File: src/rtl/core/rucb_pkg.sv
package rucb_pkg;

    localparam int FRAC_BITS = 16;
    localparam int POS_W     = 24;
    localparam int DIR_W     = 18;
    localparam int OUT_W     = 18;
    localparam int NUM_W     = POS_W + 1;
    localparam int MAG_W     = POS_W;
    localparam int DSR_W     = DIR_W;
    localparam int DVD_W     = MAG_W + FRAC_BITS;
    localparam int Q_W       = DVD_W;
    localparam int DIV_STEPS = Q_W;
    localparam int HALF_W    = Q_W / 2;
    localparam int PROD_W    = DIR_W + HALF_W + 1;
    localparam int SUM_W     = 60;
    localparam int ONE       = 1 << FRAC_BITS;

    localparam int IN_TDATA_W  = ((3 * POS_W + 3 * DIR_W + 7) / 8) * 8;
    localparam int OUT_TDATA_W = ((3 * OUT_W + 7) / 8) * 8;

    localparam logic signed [SUM_W-1:0] LIM2 =
        {{(SUM_W - 2 * FRAC_BITS - 1){1'b0}}, 1'b1, {(2 * FRAC_BITS){1'b0}}};

    typedef struct packed {
        logic [2:0][POS_W-1:0] o;
        logic [2:0][DIR_W-1:0] d;
    } ray_t;

    typedef struct packed {
        logic [2:0] cand;
        logic       in_cube;
    } flags_t;

    function automatic logic signed [PROD_W-1:0] mul_part(
        input logic signed [DIR_W-1:0] d,
        input logic [HALF_W-1:0]        u
    );
        logic signed [PROD_W-1:0] da;
        logic signed [PROD_W-1:0] ub;
        da = PROD_W'(d);
        ub = $signed(PROD_W'(u));
        return da * ub;
    endfunction

    function automatic logic signed [SUM_W-1:0] make_sum(
        input logic signed [PROD_W-1:0] ph,
        input logic signed [PROD_W-1:0] pl,
        input logic signed [POS_W-1:0]  o
    );
        logic signed [SUM_W-1:0] a;
        logic signed [SUM_W-1:0] b;
        logic signed [SUM_W-1:0] c;
        a = SUM_W'(ph);
        b = SUM_W'(pl);
        c = SUM_W'(o);
        return (a <<< HALF_W) + b + (c <<< FRAC_BITS);
    endfunction

    function automatic logic [OUT_W-1:0] clamp_one(input logic signed [SUM_W-1:0] v);
        logic signed [SUM_W-1:0] one_s;
        one_s = SUM_W'(ONE);
        if (v > one_s)
        begin
            return OUT_W'(ONE);
        end
        if (v < -one_s)
        begin
            return OUT_W'(-ONE);
        end
        return OUT_W'(v);
    endfunction

endpackage

File: src/rtl/core/rucb_div.sv
module rucb_div
    import rucb_pkg::*;
(
    input  logic             clk,
    input  logic             en,
    input  logic [MAG_W-1:0] mag,
    input  logic [DSR_W-1:0] dsr,
    output logic [Q_W-1:0]   quo
);

    logic [DSR_W-1:0] rem_reg [DIV_STEPS];
    logic [DSR_W-1:0] rem_next [DIV_STEPS];
    logic [DSR_W-1:0] dsr_reg [DIV_STEPS];
    logic [DVD_W-1:0] dvd_reg [DIV_STEPS];
    logic [DVD_W-1:0] dvd_next [DIV_STEPS];
    logic [Q_W-1:0]   q_reg [DIV_STEPS];
    logic [Q_W-1:0]   q_next [DIV_STEPS];

    logic [DSR_W-1:0] rem_in [DIV_STEPS];
    logic [DSR_W-1:0] dsr_in [DIV_STEPS];
    logic [DVD_W-1:0] dvd_in [DIV_STEPS];
    logic [Q_W-1:0]   q_in [DIV_STEPS];

    genvar s;
    generate
        for (s = 0; s < DIV_STEPS; s++)
        begin : g_step
            if (s == 0)
            begin : g_first
                assign rem_in[s] = '0;
                assign dsr_in[s] = dsr;
                assign dvd_in[s] = {mag, {FRAC_BITS{1'b0}}};
                assign q_in[s]   = '0;
            end
            else
            begin : g_rest
                assign rem_in[s] = rem_reg[s-1];
                assign dsr_in[s] = dsr_reg[s-1];
                assign dvd_in[s] = dvd_reg[s-1];
                assign q_in[s]   = q_reg[s-1];
            end

            always_comb
            begin : p_step
                logic [DSR_W:0] t;
                logic           ge;
                t  = {rem_in[s], dvd_in[s][DVD_W-1]};
                ge = (t >= {1'b0, dsr_in[s]});
                rem_next[s] = ge ? DSR_W'(t - {1'b0, dsr_in[s]}) : t[DSR_W-1:0];
                q_next[s]   = {q_in[s][Q_W-2:0], ge};
                dvd_next[s] = {dvd_in[s][DVD_W-2:0], 1'b0};
            end

            always_ff @(posedge clk)
            begin
                if (en)
                begin
                    rem_reg[s] <= rem_next[s];
                    dsr_reg[s] <= dsr_in[s];
                    dvd_reg[s] <= dvd_next[s];
                    q_reg[s]   <= q_next[s];
                end
            end
        end
    endgenerate

    assign quo = q_reg[DIV_STEPS-1];

endmodule

File: config.mk
export PLATFORM = sky130hd
export DESIGN_NAME = rucb_div
export DESIGN_NICKNAME = d
export VERILOG_FILES = /design/src/rtl/core/rucb_pkg.sv /design/src/rtl/core/rucb_div.sv
export SDC_FILE = /design/constraint.sdc
export NUM_CORES = 2
export LEC_CHECK = 0
export BUFFER_PORTS_ARGS = -buffer_cell sky130_fd_sc_hd__buf_2
export CORE_MARGIN = 2
export CORE_UTILIZATION = 60
export DETAILED_ROUTE_END_ITERATION = 8
export MAX_ROUTING_LAYER = met4
export PLACE_DENSITY_LB_ADDON = 0.15
export REMOVE_ABC_BUFFERS = 1
export SLEW_MARGIN = 10
export SYNTH_ARGS = -nofsm -noshare
export SYNTH_HDL_FRONTEND = slang
export SYNTH_MEMORY_MAX_BITS = 65536
export SYNTH_SLANG_ARGS = --single-unit
File: constraint.sdc
create_clock -name clk -period 8.9 [get_ports clk]
set_input_delay 1.78 -clock clk [delete_from_list [all_inputs] [get_ports clk]]
set_output_delay 1.78 -clock clk [all_outputs]
set_load 0.005 [all_outputs]
Yosys cells after proc, flatten, opt, wreduce, memory -nomap -nowiden
Memory sizes are Yosys's and may differ from the RTL's. Index checks and enable logic that the tools add are counted. W data, S select, Z words.

Add/subtract/negate cells: 40. $lt $le $gt $ge: 40. Mux-type cells: 42.

Operators with widths (number): $ge A19 B18 Y1 (39); $mux W18 (40); $sub A18 B18 Y18 (39); $ge A1 B18 Y1 (1); $sub A1 B18 Y18 (1); $mux W1 (2).

Register bits: 0. Memory bits (writable): 4600. Input bits: 44. Output and inout port bits: 40. Logic and storage cells: 126. Memories: 4.

Memories: q_reg (depth 40, width 40, rd ports 40, clocked after memory_dff 0, write ports 40, RTL line rucb_div.sv:16) `logic [Q_W-1:0] q_reg [DIV_STEPS];`; dvd_reg (depth 40, width 39, rd ports 39, clocked after memory_dff 0, write ports 40, RTL line rucb_div.sv:14) `logic [DVD_W-1:0] dvd_reg [DIV_STEPS];`; dsr_reg (depth 40, width 18, rd ports 39, clocked after memory_dff 0, write ports 40, RTL line rucb_div.sv:13) `logic [DSR_W-1:0] dsr_reg [DIV_STEPS];`; rem_reg (depth 40, width 18, rd ports 39, clocked after memory_dff 0, write ports 40, RTL line rucb_div.sv:11) `logic [DSR_W-1:0] rem_reg [DIV_STEPS];`.

Depth between registers and ports, before layout
An unclocked memory read counts as a cell.

Depth in word-level cells: 3. Depth in mapped cells: 13.

Worst setup path after synthesis
OpenSTA, ideal clock, no wires.

Kind: input to register. Start point: input port dsr[6]. End point: memory rem_reg[0][11] (netlist name) (data pin). Setup time: 0.132 ns. Data arrival time: 3.683 ns. Path slack: 5.085 ns. Stages on the path: 6. Path buffers: 1. Cells stage by stage: or4_1 > nor3_1 > nand3_1 > nor4_2 > clkbuf_1 > o31a_1.

RTL lines: start, declared (RTL line rucb_div.sv:7) `input logic [DSR_W-1:0] dsr,`; end, declared (RTL line rucb_div.sv:11).

==> flow_summary.toml <==
[power_and_ir_drop]
p_per_area_nw_per_um2 = 349
total_leakage_power_nw = 49.8
ir_worst_vdd_uv = 247

[placement]
dp_worst_setup_slack_ps = 4610
postPlaceCellArea_um2 = 119000
routabilityCongestion = 0.898
port_buffers = 83
dp_hpwl_um = 146000

[synthesis]
yosys.area_share.adder = 0.0827
yosysTopAreaCell = "edfxtp_1"
yosys_warnings = 0
muxShareOfSynthArea = 0.0375
synth_area_um2 = 116000
synth_ff_type = "edfxtp_1"
seq_area_frac_synth = 0.649
ys_async_sr_fraction = 0
ys_seq_elements = 2500
avgSynthCellArea_um2 = 13.8
synth_area_leaders = "edfxtp_1, ha_1, mux2_2"
ys_types = 92
post-synth-top-count-cell = "edfxtp_1"
synth_top_cell_area_share = 0.649
synth_edf_count = 2500
synthXorXnorAreaFrac = 0.0407
synthCells = 8368
synth-compound-area-share = 0.0952
synthTopCellsByCount = "edfxtp_1, inv_1, ha_1, a21oi_1, nor2_1"
synth_simple_gate_area_frac = 0.0628
synth_top_family_by_area = "compound AO/OA/AOI/OAI gates"

[clock_tree]
cts_setup_buffers = 0
clkLatencyLatePin_ps = 910
cts_buffers = 278
cts_buffer_depth = 4
htree_levels = 5
path_clk_slew_ps = 60
clock-sinks = 2500
cts_tree = "built"
clockRootBuffer = "clkbuf_16"
ctsHoldBuffers = 0
cts-resized-gates = 0

[status]
outcome = "finished clean"

[flow_run]
max_cap_violations = 0

[global_route]
antenna_found_initial = 1
grt-ovfl-total = 0
grtUsageTotal = 0.219
grt_pass1_vias = 64100
grt_max_degree = 202
grt_pass1_wl_um = 337000

[worst_setup_path]
critPathCaptureType = "flip-flop"
cp_cell_sequence = "inv_1 -> ha_1 -> nor2b_1 -> o21ai_0 -> a21oi_1 -> o41ai_1 -> a211oi_1 -> o2111ai_1 -> and2_1 -> inv_1 -> mux2_2"
cp-start-kind = "flip-flop"
worstSetupPathType = "flip-flop to flip-flop"
cp.required_ps = 9540
worst-path-max-fanout = 28
critPathMaxStageDelay_ps = 760
cp_common_cell = "inv_1"
arrival_ps = 4520
cp_slowest_cell = "and2_1"

[floorplan]
die_h_um = 443
die_width_um = 443
fp-row-count = 161
dieArea_um2 = 196000
core_um2 = 192000
initial_core_util = 0.602
io_pins = 84

[route]
drc_errors = 0
top_layer = "met4"
met3_wirelength_um = 8200
dr.pass1.iters = 6
drt-initial-drc-count = 5187
drt-met1-wl_um = 95300
wl_met2_um = 101000
wirelength_um = 211000
viasPerCell = 5.73
ant_nets = 0
vias = 65400
routedWlPerCell_um = 18.5

[timing]
final_max_slew_viol_count = 0
holdWs_ps = 382
setup_viol = 0
max_freq_mhz = 258
fin_crit_ps = 3880
period_share = 0.436
skew_ps = 44.8
finalHoldViolCount = 0
setup_tns_ps = 0
setup_slack_ps = 5020
relSlewSlack = 0.196
grt_setup_unrepaired = "false"
worst_slew_pin_slew_ps = 1210

[final_layout]
num-nets-final = 9474
final.fill_count = 13500
largest_register_ffs = 820
drive_above_1_share = 0.106
final_area_um2 = 128000
seq_area_um2 = 75100
multiInputGateArea_um2 = 36900
area_growth_pct = 10.7

[min_path]
hold_class = "flip-flop to flip-flop"
==> routing by layer <==
layer  vias to the layer above  global-route usage
li1                      31800                   -
met1                     31800               0.296
met2                      1347               0.351
met3                       405              0.0277
met4                         0              0.0671
met5                         -                   -
==> logic make-up after synthesis <==
group	Yosys count
AO/OA/AOI/OAI	1734
AND/OR/NAND/NOR	1517
flip-flops	2500
multiplexers	382
XOR/XNOR	537
buffers and inverters	957
adder cells (fa/ha/maj)	741
==> area by class of cell <==
| class | count | share of cell area |
|---|---|---|
| Multi-Input combinational cell | 4911 | 0.289 |
| Timing Repair Buffer | 138 | 0.00766 |
| Tap cell | 2526 | 0.0247 |
| Inverter | 860 | 0.0252 |
| Clock inverter | 143 | 0.0109 |
| Sequential cell | 2500 | 0.586 |
| Clock buffer | 326 | 0.0566 |
| Antenna cell | 2 | 0.0000391 |
==> placed cells by master (no fill, tap or decap), types with 21 or more instances in the layout <==
master     count
o21a_1        80
nor3_1       142
inv_1        860
clkbuf_16    283
ha_1         703
o21ai_0      393
o211ai_1      23
a21oi_1      544
bufinv_16     28
o21bai_1      65
clkinv_1      60
a31oi_1       46
fa_1          38
o31ai_1       57
nand4_1       99
a211oi_1      71
and2_1        38
a211o_1       38
edfxtp_1    2500
xor2_1       221
buf_4         44
xnor2_1      316
clkinv_2      36
a21boi_0      30
mux2_2       344
nor2_1       432
buf_2         82
nand2_1      382
nand2b_1      76
nor2b_1       67
nand3_1      115
clkbuf_1      43
nor4_1        21
a21o_1       196
and3_1        45
or3_1         23
==> power by group <==
| part | total (mW) | leakage (nW) | switching [mW] | internal [mW] |
|---|---|---|---|---|
| clock | 11.0 | 4.21 | 4.36 | 6.59 |
| combinational | 16.0 | 21.1 | 8.68 | 7.36 |
| sequential | 17.7 | 24.4 | 1.32 | 16.4 |
==> critical path: cells and delay by family (launching register included) <==
| family | cells | cell delay, ps |
|---|---|---|
| AOI/OAI and AO/OA | 5 | 1390 |
| adders and majority gates | 1 | 250 |
| muxes | 1 | 340 |
| DFF | 1 | 390 |
| buffers and inverters | 2 | 340 |
| and+or+nand+nor | 2 | 890 |
==> path summary, 6_finish.rpt <==
check / from / endpoint / slack, ps / cells past startpoint
setup / recovery: dsr_reg[3][19]$_DFFE_PP_ / rem_reg[6][50]$_DFFE_PP_ / 5020 / 11
hold / removal: dvd_reg[0][262]$_DFFE_PP_ / dvd_reg[0][302]$_DFFE_PP_ / 380 / 0
setup reg to reg: dsr_reg[3][19]$_DFFE_PP_ / rem_reg[6][50]$_DFFE_PP_ / 5020 / 11
hold reg to reg: dvd_reg[0][262]$_DFFE_PP_ / dvd_reg[0][302]$_DFFE_PP_ / 380 / 0
==> stage by stage <==
stage	cells	power (mW)	utilization
floorplan	8271	29.8	-
global placement	10900	33.2	0.622
detailed placement	10900	33.7	0.622
CTS	11400	44.9	0.667
global route	11400	47.5	0.667
finish	11400	44.7	0.667
(Power assumes the default switching activity.)
